===== src/sit_pkg.sv =====
// ---------------------------------------------------------------------------
// sit_pkg: shared types and constants for the set intersection table
// Word formats, command codes and controller/datapath interface structs.
// ---------------------------------------------------------------------------
package sit_pkg;

    localparam int CAPACITY_DEF    = 256;
    localparam int VALUE_WIDTH_DEF = 32;

    typedef enum logic [1:0] {
        CMD_LOAD  = 2'd0,
        CMD_PROBE = 2'd1,
        CMD_CLEAR = 2'd2,
        CMD_NONE  = 2'd3
    } t_cmd;

    typedef enum logic {
        ST_HIT  = 1'b0,
        ST_FULL = 1'b1
    } t_status;

    typedef struct packed {
        logic [1:0]         cmd;
        logic signed [31:0] value;
    } t_in_word;

    typedef struct packed {
        logic signed [31:0] value_res;
        logic               status;
    } t_out_word;

    // controller -> datapath
    typedef struct packed {
        logic start;   // capture word, begin scan at slot 0
        logic step;    // advance scan by one slot
        logic insert;  // write key into recorded free slot
        logic remove;  // clear valid bit of matching slot
        logic clear;   // drop all valid bits
        logic emit;    // load output register
        logic full;    // status of emitted word
    } t_dp_cmd;

    // datapath -> controller
    typedef struct packed {
        logic hit;      // registered compare matched at current slot
        logic last;     // compare of final slot is being presented
        logic has_free; // a free slot was seen
        logic is_full;  // count equals capacity
    } t_dp_stat;

endpackage


===== src/sit_ctrl.sv =====
// ---------------------------------------------------------------------------
// sit_ctrl: sequencer for load, probe and clear
// Runs one scan per load or probe word and issues insert, remove and emit commands.
// ---------------------------------------------------------------------------
module sit_ctrl (
    input  logic               i_clk,
    input  logic               i_rst_n,
    input  logic               i_in_valid,
    output logic               o_in_ready,
    input  logic [1:0]         i_cmd_code,
    output logic               o_out_valid,
    input  logic               i_out_ready,
    input  sit_pkg::t_dp_stat  i_stat,
    output sit_pkg::t_dp_cmd   o_cmd
);
    typedef enum logic [4:0] {
        S_IDLE = 5'b00001,
        S_SCAN = 5'b00010,
        S_DONE = 5'b00100,
        S_WAIT = 5'b01000,
        S_EMIT = 5'b10000
    } t_state;

    t_state        r_state, n_state;
    sit_pkg::t_cmd r_op;
    logic          r_out_valid;
    logic          r_full, n_full;
    logic          w_accept;
    logic          w_found;
    logic          w_out_free;

    assign o_in_ready = (r_state == S_IDLE);
    assign w_accept   = i_in_valid && o_in_ready;
    assign w_found    = i_stat.hit;
    assign w_out_free = !r_out_valid || i_out_ready;

    always_comb begin
        n_state = r_state;
        n_full  = r_full;
        o_cmd   = '0;
        unique case (r_state)
            S_IDLE: begin
                if (w_accept) begin
                    unique case (sit_pkg::t_cmd'(i_cmd_code))
                        sit_pkg::CMD_CLEAR: o_cmd.clear = 1'b1;
                        sit_pkg::CMD_NONE:  ;
                        default: begin
                            o_cmd.start = 1'b1;
                            n_state     = S_SCAN;
                        end
                    endcase
                end
            end
            S_SCAN: begin
                o_cmd.step = 1'b1;
                if (w_found) begin
                    o_cmd.step = 1'b0;
                    n_state    = S_IDLE;
                    if (r_op == sit_pkg::CMD_PROBE) begin
                        o_cmd.remove = 1'b1;
                        // hold the word until the output register frees up
                        if (w_out_free) begin
                            o_cmd.emit = 1'b1;
                        end else begin
                            n_full  = 1'b0;
                            n_state = S_EMIT;
                        end
                    end
                end else if (i_stat.last) begin
                    o_cmd.step = 1'b0;
                    n_state    = (r_op == sit_pkg::CMD_LOAD) ? S_DONE : S_IDLE;
                end
            end
            S_DONE: begin
                // miss on load: insert, or drop when full
                if (i_stat.is_full || !i_stat.has_free) begin
                    if (w_out_free) begin
                        o_cmd.emit = 1'b1;
                        o_cmd.full = 1'b1;
                        n_state    = S_WAIT;
                    end else begin
                        n_full  = 1'b1;
                        n_state = S_EMIT;
                    end
                end else begin
                    o_cmd.insert = 1'b1;
                    n_state      = S_WAIT;
                end
            end
            S_WAIT: n_state = S_IDLE;
            S_EMIT: begin
                if (w_out_free) begin
                    o_cmd.emit = 1'b1;
                    o_cmd.full = r_full;
                    n_state    = S_IDLE;
                end
            end
            default: n_state = S_IDLE;
        endcase
    end

    always_ff @(posedge i_clk) begin
        if (!i_rst_n) begin
            r_state     <= S_IDLE;
            r_out_valid <= 1'b0;
            r_full      <= 1'b0;
        end else begin
            r_state <= n_state;
            r_full  <= n_full;
            if (o_cmd.emit) r_out_valid <= 1'b1;
            else if (i_out_ready) r_out_valid <= 1'b0;
        end
        if (w_accept) r_op <= sit_pkg::t_cmd'(i_cmd_code);
    end

    assign o_out_valid = r_out_valid;

    a_emit_free: assert property (@(posedge i_clk) disable iff (!i_rst_n)
        o_cmd.emit |-> (!r_out_valid || i_out_ready))
        else $error("output overwritten");
    a_ready_idle: assert property (@(posedge i_clk) disable iff (!i_rst_n)
        o_in_ready |-> (r_state == S_IDLE))
        else $error("ready while busy");
    a_out_hold: assert property (@(posedge i_clk) disable iff (!i_rst_n)
        (r_out_valid && !i_out_ready) |=> r_out_valid)
        else $error("output word dropped before taken");
endmodule


===== config.mk =====
export PLATFORM = sky130hd
export DESIGN_NAME = sit_ctrl
export DESIGN_NICKNAME = d
export VERILOG_FILES = /design/src/sit_pkg.sv /design/src/sit_ctrl.sv
export SDC_FILE = /design/constraint.sdc
export NUM_CORES = 1
export LEC_CHECK = 0
export BUFFER_PORTS_ARGS = -buffer_cell sky130_fd_sc_hd__buf_4
export CAP_MARGIN = 40
export CORE_AREA = 2 2 39 41
export CTS_CLUSTER_DIAMETER = 80
export DETAILED_ROUTE_END_ITERATION = 12
export DIE_AREA = 0 0 41 43
export PLACE_DENSITY = 0.67
export SYNTH_ARGS = -nofsm -noshare
export SYNTH_HDL_FRONTEND = slang
export SYNTH_SLANG_ARGS = --single-unit

===== constraint.sdc =====
create_clock -name i_clk -period 2.3 [get_ports i_clk]
set_clock_uncertainty 0.15 [all_clocks]
set_input_delay 0.575 -clock i_clk [delete_from_list [all_inputs] [get_ports i_clk]]
set_output_delay 0.575 -clock i_clk [all_outputs]
set_load 0.05 [all_outputs]

Word level (Yosys, flattened, before mapping). Index checks and enable logic that the tools add are counted.

Bits in registers: 9. Bits in latches: 0. Bits in writable memories: 0. ROM bits: 0. Bits of input ports: 10. Output and inout bits: 9. Word-level logic and storage cells: 72. Memories: 0.

Add/sub/neg operators: 0. Multiply operators: 0. Divide/modulo/power cells: 0. $lt $le $gt $ge: 0. Equal/unequal tests: 16. Shifts and indexed selects: 0. Mux-type cells: 41. Bitwise operators: 0. Reduce and logical (&&, ||, !) cells: 11.

Operator list (number): $mux 5 (9); $mux 1 (24); $pmux 5 s4 (1); $ne 2x2->1 const B (7); $mux 2 (3); $reduce_and 6->1 (1); $eq 5x1->1 const B (1); $eq 5x2->1 const B (1); $eq 5x3->1 const B (1); $eq 5x5->1 const B (1); $eq 2x2->1 const B (2); $pmux 1 s2 (2); $reduce_and 4->1 (1); $reduce_bool 2->1 (2); $mux 3 (1); $ne 3x3->1 const B (1); $pmux 1 s3 (1); $eq 2x1->1 const B (1); $logic_not 1->1 (2); $logic_not 2->1 (1); $logic_or 1x1->1 (2); $ne 2x1->1 const B (1); $reduce_or 2->1 (1); $logic_and 1x1->1 (1).

Longest topological paths before layout. Gate-level depths: netlist of the first run.

Word-level depth: 7. Mapped depth: 5. Mapped depth without buffers: 5.

Least setup slack after synthesis of the first run. No wires, ideal clock.

Path kind: reg-to-output. From: register r_state[1]. To: output port o_cmd[2] in the netlist's numbering. Data arrival time: 2250 ps. Required time: 1575 ps. Setup slack: -675 ps. Cell stages (with the launch flop): 6. Path buffers: 0. Path through: dfxtp_1 nor2_1 nand3_1 inv_1 nand2_1 nor3b_1.

RTL lines: start: declaration (line sit_ctrl.sv:24) `t_state r_state, n_state;`; start signal: assignment (line sit_ctrl.sv:108) `r_state <= n_state;`; end: declaration (line sit_ctrl.sv:14) `output sit_pkg::t_dp_cmd o_cmd`.

==> impl_metrics.yaml, run 1 <==
clocking:
  cts_root_buf: "clkbuf_4"
  hold_buffers: 0
  cts-buffers-inserted: 3
  cts_buffer_depth: 2
  ctsHtreeMaxLevel: 1
  cts.reportedPaths.clkPinSlew_ns: 0.06
  cts.sinks: 9
  tritoncts: "built"
  clock_latency_ns: 0.26
die:
  die_area_um2: 1760
  io_pins: 19
  core_area_um2: 1380
  die_x_um: 41
  fp-row-count: 14
  start_util_pct: 36.5
  fp.dieH_um: 43
logic_synthesis:
  ys_seq_elements: 9
  synth_top_flop_cell: "dfxtp_1"
  synth_area_um2: 505
  async_flop_share_pct: 0
  yosys-top-cells-area: "dfxtp_1 (28%), edfxtp_1 (12%), nor2_1 (8.2%)"
  synth_top_area_cell: "dfxtp_1"
  syn_avg_cell_area_um2: 8.87
  yosysSeqAreaShare_pct: 39.6
  synth_top_area_share_pct: 27.7
  synthCells: 57
  ys_types: 30
  yosys_warnings: 0
  synth_edf_count: 2
  syn_nets: 67
detailed_routing:
  dr.pass1.iters: 4
  vias_per_cell: 5.16
  drt-initial-drc-count: 19
  wl_per_cell_um: 11.7
  antenna_left: 0
  num_vias: 521
  drc: 0
  postRouteWirelength_um: 1180
power:
  leakage_nw: 0.360
  p_sw_share_pct: 27.9
  p_per_area_nw_per_um2: 454
  p_sw_mw: 0.102
  clock_power_share_pct: 33.1
  worst_ir_drop_vdd_v: 0.000261
  power.total_mw: 0.368
  comb_power_share_pct: 20.1
  seqPwrFrac_pct: 46.8
  internal-power_mw: 0.265
grt:
  grt_max_degree: 8
  grt_pass1_vias: 479
  grt_usage_pct: 17.3
  grt-ovfl-total: 0
  grt_pass1_wl_um: 2010
  antenna_found_initial: 0
final_layout:
  n_antenna_cell: 0
  fin_nets: 96
  syn2layout_area_growth_pct: 60.4
  stdcell_area_um2: 811
  postLayoutCoreUtil_pct: 58.6
  final_layout_size_suffix_gt1_share_pct: 50.6
  fillers: 137
sta:
  setup_ws_ns: -0.122
  finalSetupViolations: 3
  maxSlewHeadroom_pct: 80.3
  post-route-min-period_ns: 2.42
  hold_viol_final: 0
  fmax_ghz: 0.413
  slew_violations: 0
  period_share_pct: 105
  rsz0062_at_grt: "yes"
  hold_ws_ns: 0.335
  worst_slew_pin_slew_ns: 0.295
critical_path:
  arrival_ns: 1.70
  cp-end-kind: "output pin"
  cp-start-kind: "register"
  required_ns: 1.57
  worstPathMaxFanout: 5
  critPathKind: "register to output pin"
placement:
  placed_cell_area_um2: 704
  portBuffers: 18
  routabilityCongestion: 0.753
  pre_cts_ws_ns: 0.0703
  hpwl_um: 899
run:
  max_cap_violations: 0
status:
  failed_checks: "setup timing"
  status: "complete, but fails checks"
hold_path:
  min_path_type: "register to register"
## area by class of cell
class / count / area [um^2] / area share [%]
clock buffer: 4 / 26.3 / 3.24
inverter: 3 / 13.8 / 1.70
multi-input combinational: 45 / 334 / 41.2
sequential: 9 / 203 / 25.0
tap: 16 / 20.0 / 2.47
timing repair buffer: 24 / 214 / 26.4
## flip-flops by register name, indices dropped and copies added, names as in the netlist
| name | cells |
|---|---|
| r_full | 1 |
| r_state | 5 |
| o_out_valid | 1 |
| r_op | 2 |
## timing repair
item	in CTS	in global routing
buffers inserted	3	1
pin swaps	4	1
endpoints found under the setup margin	4	6
gates resized for setup	9	6
## metrics by stage
stage | std cells | setup TNS, ns
floorplan | 57 | -0.569
global placement | 93 | 0
detailed placement | 93 | 0
CTS | 100 | -0.175
global route | 101 | -0.549
finish | 101 | -0.237
## cell usage after synthesis, types with 2 or more instances
cell type and number:
and3_1 2, dfxtp_1 7, edfxtp_1 2, inv_1 2, nand2_1 4, nand2b_1 2, nand3_1 2, nor2_1 11
nor2b_1 2, nor3_1 2, nor3b_1 2
## metal layers
| metal | track usage, % | part of all wire [%] | wire length, um |
|---|---|---|---|
| met5 | 0 | 0 | 0 |
| met4 | 10.0 | 1.6 | 19 |
| met3 | 4.71 | 5.5 | 65 |
| met1 | 23.9 | 45 | 534 |
| met2 | 23.1 | 47 | 559 |
## worst max-delay path, stage by stage (launching register included)
cell and delay (ns):
dfxtp_2 0.32, or3_4 0.43, or4_4 0.47, inv_4 0.08, buf_8 0.14
## final timing paths
check / slack (ns) / end / cells past startpoint / start
hold / removal: 0.33 / r_full / 2 / r_full
setup reg to reg: 0.49 / r_full / 6 / r_state[3]
hold reg to reg: 0.33 / r_full / 2 / r_full
setup / recovery: -0.12 / o_cmd[5] / 4 / r_state[3]
## placed cells by master (no fill, tap or decap), types with 3 or more instances in the layout
| master | instances |
|---|---|
| buf_4 | 18 |
| clkbuf_4 | 3 |
| dfxtp_1 | 5 |
| buf_6 | 3 |
| nand2_1 | 4 |
| nor2_1 | 8 |
| buf_8 | 3 |
## logic make-up after synthesis
group	Yosys count	synth area share [%]
compound gates	10	15.3
buf+inv	3	2.23
flops	9	39.6
mux	1	1.98
simple gates	34	40.8
## power groups by stage
stage / Sequential [mW] / Clock (mW) / Combinational (mW)
finish: 0.172 / 0.122 / 0.0740
global route: 0.173 / 0.138 / 0.0802
CTS: 0.172 / 0.127 / 0.0732
detailed placement: 0.175 / 0 / 0.0708
global placement: 0.175 / 0 / 0.0702
floorplan: 0.174 / 0 / 0.0447
(Power assumes the default switching activity.)
==> inputs of run 2 (changes only) <==
--- a/config.mk
+++ b/config.mk
@@ -7,11 +7,12 @@
 export LEC_CHECK = 0
 export BUFFER_PORTS_ARGS = -buffer_cell sky130_fd_sc_hd__buf_4
 export CAP_MARGIN = 40
-export CORE_AREA = 2 2 39 41
-export CTS_CLUSTER_DIAMETER = 80
+export CELL_PAD_IN_SITES_DETAIL_PLACEMENT = 0
+export CELL_PAD_IN_SITES_GLOBAL_PLACEMENT = 1
+export CORE_MARGIN = 2
+export CORE_UTILIZATION = 33
 export DETAILED_ROUTE_END_ITERATION = 12
-export DIE_AREA = 0 0 41 43
-export PLACE_DENSITY = 0.67
+export PLACE_DENSITY = 0.78
 export SYNTH_ARGS = -nofsm -noshare
 export SYNTH_HDL_FRONTEND = slang
 export SYNTH_SLANG_ARGS = --single-unit
==> run 2 against run 1 <==
  * The flow still finishes with violations (setup timing)
  * Power grew 1.4%
  * Combinational power up 5.0%
  * Core utilization fell by 2.6 points
  * Sequential power about the same
  * Final cell count increased by 2.0%
  * Non-clock buffer count grew 2
  * Critical path type unchanged
==> impl_metrics.yaml, run 2 (synthesized netlist as in run 1, its figures left out) <==
placement:
  hpwl_um: 914
  placed_cell_area_um2: 719
  portBuffers: 18
  routabilityCongestion: 0.711
  dp_cells: 95
final_layout:
  regMostFlops: "r_state"
  fin_nets: 98
  final_cells: 103
  reg.largest.list: "r_state x5, r_op x2"
  n_antenna_cell: 0
  final_common_cell: "buf_4"
  syn2layout_area_growth_pct: 62.9
  stdcell_area_um2: 823
  postLayoutCoreUtil_pct: 56.0
  largest_reg_flops: 5
  final_layout_size_suffix_gt1_share_pct: 52.9
  layout_common_cells: "buf_4 (20), nor2_1 (8), nand2_1 (4), dfxtp_1 (4), buf_6 (4)"
clocking:
  cts-buffers-inserted: 3
  cts_buffer_depth: 2
  ctsHtreeMaxLevel: 1
  cts_root_buf: "clkbuf_4"
  tritoncts: "built"
  clock_latency_ns: 0.26
  cts.reportedPaths.clkPinSlew_ns: 0.06
  cts.sinks: 9
  hold_buffers: 0
grt:
  grt-ovfl-total: 0
  grt_max_degree: 8
  grt_usage_pct: 15.3
  grt_pass1_wl_um: 2050
  antenna_found_initial: 0
  grt_pass1_vias: 466
power:
  leakage_nw: 0.369
  worst_ir_drop_vdd_v: 0.000332
  p_per_area_nw_per_um2: 453
sta:
  fmax_ghz: 0.414
  worst_slew_pin_slew_ns: 0.552
  post-route-min-period_ns: 2.42
  period_share_pct: 105
  tns_ns: -0.249
  slew_violations: 0
  hold_viol_final: 0
  setup_ws_ns: -0.118
  finalSetupViolations: 4
  maxSlewHeadroom_pct: 63.1
  rsz0062_at_grt: "yes"
critical_path:
  cp-end-kind: "output pin"
  required_ns: 1.57
  critPathKind: "register to output pin"
  cp_cell_sequence: "or3_4 -> or4_4 -> inv_4 -> buf_8"
  rr_endpoint: "r_full"
  critical_path.max_stage_delay_ns: 0.47
  reg2regPathDepth: 6
  worstPathMaxFanout: 5
  arrival_ns: 1.69
  r2r_slack_ns: 0.48
  cp-start-kind: "register"
  crit_slowest_cell: "or4_4"
  r2r_start: "r_state[0]"
die:
  die_area_um2: 1860
  io_pins: 19
  fp.dieH_um: 43.1
  start_util_pct: 34.4
  die_x_um: 43.1
  core_area_um2: 1470
  fp-row-count: 14
status:
  status: "complete, but fails checks"
  failed_checks: "setup timing"
hold_path:
  hold_start: "r_full"
  holdPathStages: 2
  min_to: "r_full"
  min_path_type: "register to register"
detailed_routing:
  num_vias: 529
  antenna_left: 0
  vias_per_cell: 5.14
  drc: 0
  wl_per_cell_um: 11.7
  drt-initial-drc-count: 12
  dr.pass1.iters: 4
  postRouteWirelength_um: 1200
run:
  max_cap_violations: 0
run 2: cell count changes in the layout (fill, tap and decap cells not counted), sizes merged:
cell / delta
buf: +2
run 2: report_power, final:
group / internal (mW) / total [mW] / switching, mW / leakage, nW
clock: 0.0669 / 0.123 / 0.0564 / 0.0150
combinational: 0.0332 / 0.0777 / 0.0444 / 0.278
sequential: 0.168 / 0.172 / 0.00435 / 0.0766
total: 0.268 / 0.373 / 0.105 / 0.369
run 2: routing by layer:
layer  vias to the layer above  global-route usage, %  part of all wire, %
met5                         -                      0                    0
met4                         0                   9.09                  1.7
met3                         2                   5.53                  6.2
met2                        18                   23.0                   47
met1                       238                   18.5                   45
li1                        271                      -                    -
run 2: final cells by class:
| class | instances | area, um^2 |
|---|---|---|
| Fill cell | 133 | 648 |
| Multi-Input combinational cell | 45 | 334 |
| Timing Repair Buffer | 26 | 225 |
| Sequential cell | 9 | 204 |
| Clock buffer | 4 | 26.3 |
| Tap cell | 16 | 20.0 |
| Inverter | 3 | 13.8 |
run 2: through the flow:
stage	power, mW	worst slack [ns]	hold WS (ns)
4_1_cts	0.377	-0.124	0.330
6_report	0.373	-0.118	0.324
5_1_grt	0.397	-0.176	0.339
3_3_place_gp	0.248	0.0712	0.304
2_1_floorplan	0.219	-0.345	0.288
3_5_place_dp	0.248	0.0720	0.311
run 2: repair_timing:
item / CTS / global route
setup endpoints to repair: 6 / 7
gates cloned: 0 / 0
resized for setup: 10 / 5
setup buffers: 1 / 3
pin swaps: 3 / 4
run 2: critical path: cells and delay by family, from the launching register on:
family | cells | cell delay (ns)
simple gates | 2 | 0.88
buf+inv | 2 | 0.22
flops | 1 | 0.33
run 2: how the worst max path moves through the flow:
stage / from / endpoint / slack [ns]
6_report: r_state[0] / o_cmd[5] / -0.12
3_3_place_gp: i_stat[3] / o_cmd[5] / 0.07
2_1_floorplan: r_state[3] / o_cmd[1] / -0.35
4_1_cts: r_state[0] / o_cmd[5] / -0.12
3_5_place_dp: i_stat[3] / o_cmd[5] / 0.07
5_1_grt: r_state[4] / o_cmd[5] / -0.18
==> inputs of run 3 (changes only) <==
--- a/config.mk
+++ b/config.mk
@@ -10,9 +10,9 @@
 export CELL_PAD_IN_SITES_DETAIL_PLACEMENT = 0
 export CELL_PAD_IN_SITES_GLOBAL_PLACEMENT = 1
 export CORE_MARGIN = 2
-export CORE_UTILIZATION = 33
+export CORE_UTILIZATION = 29
 export DETAILED_ROUTE_END_ITERATION = 12
-export PLACE_DENSITY = 0.78
+export PLACE_DENSITY_LB_ADDON = 0.08
 export SYNTH_ARGS = -nofsm -noshare
 export SYNTH_HDL_FRONTEND = slang
 export SYNTH_SLANG_ARGS = --single-unit
==> constraint.sdc (replaced) <==
create_clock -name i_clk -period 2.15 [get_ports i_clk]
set_clock_uncertainty 0.15 [all_clocks]
set_input_delay 0.5375 -clock i_clk [delete_from_list [all_inputs] [get_ports i_clk]]
set_output_delay 0.5375 -clock i_clk [all_outputs]
set_load 0.05 [all_outputs]
==> run 3 against run 2 <==
  * The run still ends with setup timing left
  * Final cell count increased by 5.8%
  * Sequential power increased by 6%
  * Sequential cell count did not move
  * Core utilization is 3.2 points lower
  * Power is 10% higher
  * Clock power rose by 8%
  * Clock-buffer cell count did not move
  * Routed wire length rose by 18%
  * Critical endpoint unchanged
  * Largest cell class unchanged
  * Largest power group unchanged
  * Highest routed layer unchanged
==> impl_metrics.yaml, run 3 (synthesized netlist as in run 1, its figures left out) <==
status:
  status: "complete, but fails checks"
  failed_checks: "setup timing"
sta:
  period_share_pct: 111
  hold_viol_final: 0
  slew_violations: 0
  rsz0062_at_grt: "yes"
  finalSetupViolations: 5
  worst_slew_pin_slew_ns: 0.310
  post-route-min-period_ns: 2.38
  fmax_ghz: 0.421
  maxSlewHeadroom_pct: 79.2
  setup_ws_ns: -0.227
power:
  internal-power_mw: 0.294
  p_sw_share_pct: 28.6
  seqPwrFrac_pct: 44.6
  p_per_area_nw_per_um2: 461
  leakage_nw: 0.404
  power.total_mw: 0.411
  comb_power_share_pct: 23.2
  worst_ir_drop_vdd_v: 0.000297
  clock_power_share_pct: 32.3
  p_sw_mw: 0.118
die:
  die_area_um2: 2090
  core_area_um2: 1690
  fp-row-count: 15
  die_x_um: 45.8
  start_util_pct: 29.9
  io_pins: 19
  fp.dieH_um: 45.8
critical_path:
  cp-start-kind: "register"
  cp-end-kind: "output pin"
  critPathKind: "register to output pin"
  crit_buf_inv: 2
  setup.worst_path.start: "r_state[4]"
  cp_cell_sequence: "or3_4 -> or4_4 -> inv_4 -> buf_8"
  worstPathMaxFanout: 5
  crit_slowest_cell: "or4_4"
  r2r_start: "r_state[4]"
  cp_top_family: "simple AND/OR/NAND/NOR gates"
  required_ns: 1.46
  critical_path.max_stage_delay_ns: 0.47
  arrival_ns: 1.69
placement:
  hpwl_um: 1050
  routabilityCongestion: 0.706
  portBuffers: 18
  pre_cts_ws_ns: 0.00178
detailed_routing:
  drt-initial-drc-count: 15
  vias_per_cell: 4.88
  wl_per_cell_um: 13.0
  postRouteWirelength_um: 1420
  drc: 0
  antenna_left: 0
  num_vias: 532
  dr.pass1.iters: 4
hold_path:
  hold_start: "i_cmd_code[0]"
  min_path_type: "input pin to register"
grt:
  grtUsageMet3_pct: 4.76
  grt-ovfl-total: 0
  grt_pass1_wl_um: 2240
  grt_max_degree: 8
  grt_usage_pct: 15.7
  grt_busiest_layer: "met1"
  use_met2_pct: 21.7
  grtUsageMet1_pct: 22.4
  antenna_found_initial: 0
  grt_pass1_vias: 486
final_layout:
  fin_nets: 103
  multiInputGateArea_um2: 364
  regMostFlops: "r_state"
  reg.largest.list: "r_state x5, r_op x2"
  fillers: 171
  postLayoutCoreUtil_pct: 52.7
  largest_reg_flops: 5
  final-seq-area_um2: 203
  syn2layout_area_growth_pct: 76.2
  n_antenna_cell: 0
  layout_common_cells: "buf_4 (25), nor2_1 (6), dfxtp_1 (5)"
  final_common_cell: "buf_4"
  final_layout_size_suffix_gt1_share_pct: 58.7
clocking:
  cts_root_buf: "clkbuf_4"
  clock_latency_ns: 0.26
  ctsHtreeMaxLevel: 1
  hold_buffers: 0
  cts-buffers-inserted: 3
  tritoncts: "built"
  cts.reportedPaths.clkPinSlew_ns: 0.06
  cts_buffer_depth: 2
  cts.sinks: 9
run:
  max_cap_violations: 0
==> run 3: per-layer routing <==
metal	wire length, um	share of wire, %	vias to the layer above
met5	0	0	-
met4	22	1.5	0
met3	45	3.2	2
met2	645	45	11
met1	707	50	240
li1	-	-	279
==> run 3: final timing paths <==
path | end | slack, ns | cells after the start
setup / recovery | o_cmd[5] | -0.23 | 4
hold / removal | r_op[0] | 0.32 | 1
setup reg to reg | r_state[2] | 0.28 | 5
hold reg to reg | r_full | 0.33 | 2
==> run 3: power groups by stage <==
stage | combinational [mW] | sequential, mW | clock (mW)
global placement | 0.0824 | 0.187 | 0
floorplan | 0.0477 | 0.187 | 0
CTS | 0.0914 | 0.183 | 0.136
global route | 0.102 | 0.184 | 0.151
finish | 0.0953 | 0.183 | 0.133
detailed placement | 0.0829 | 0.187 | 0
==> run 3: repair_timing <==
item                       in CTS  in global routing
setup buffers                   4                  0
setup endpoints to repair       6                  7
pin swaps                       7                  3
gates resized for setup        14                  6
==> run 3: through the flow <==
stage               TNS, ns  hold slack, ns  instances  area [um^2]
finish               -0.656           0.324        109          891
global route          -1.08           0.305        109          891
detailed placement        0           0.314        101          763
floorplan            -0.752           0.288         57          539
global placement          0           0.304        101          763
CTS                  -0.644           0.316        109          870
==> run 3: area by class of cell <==
| type | instances | share of cell area (%) |
|---|---|---|
| inverters | 3 | 1.54 |
| flip-flops and latches | 9 | 22.8 |
| repair buffers | 31 | 29.5 |
| well taps | 17 | 2.39 |
| multi-input cells | 45 | 40.9 |
| clock buffers | 4 | 2.95 |
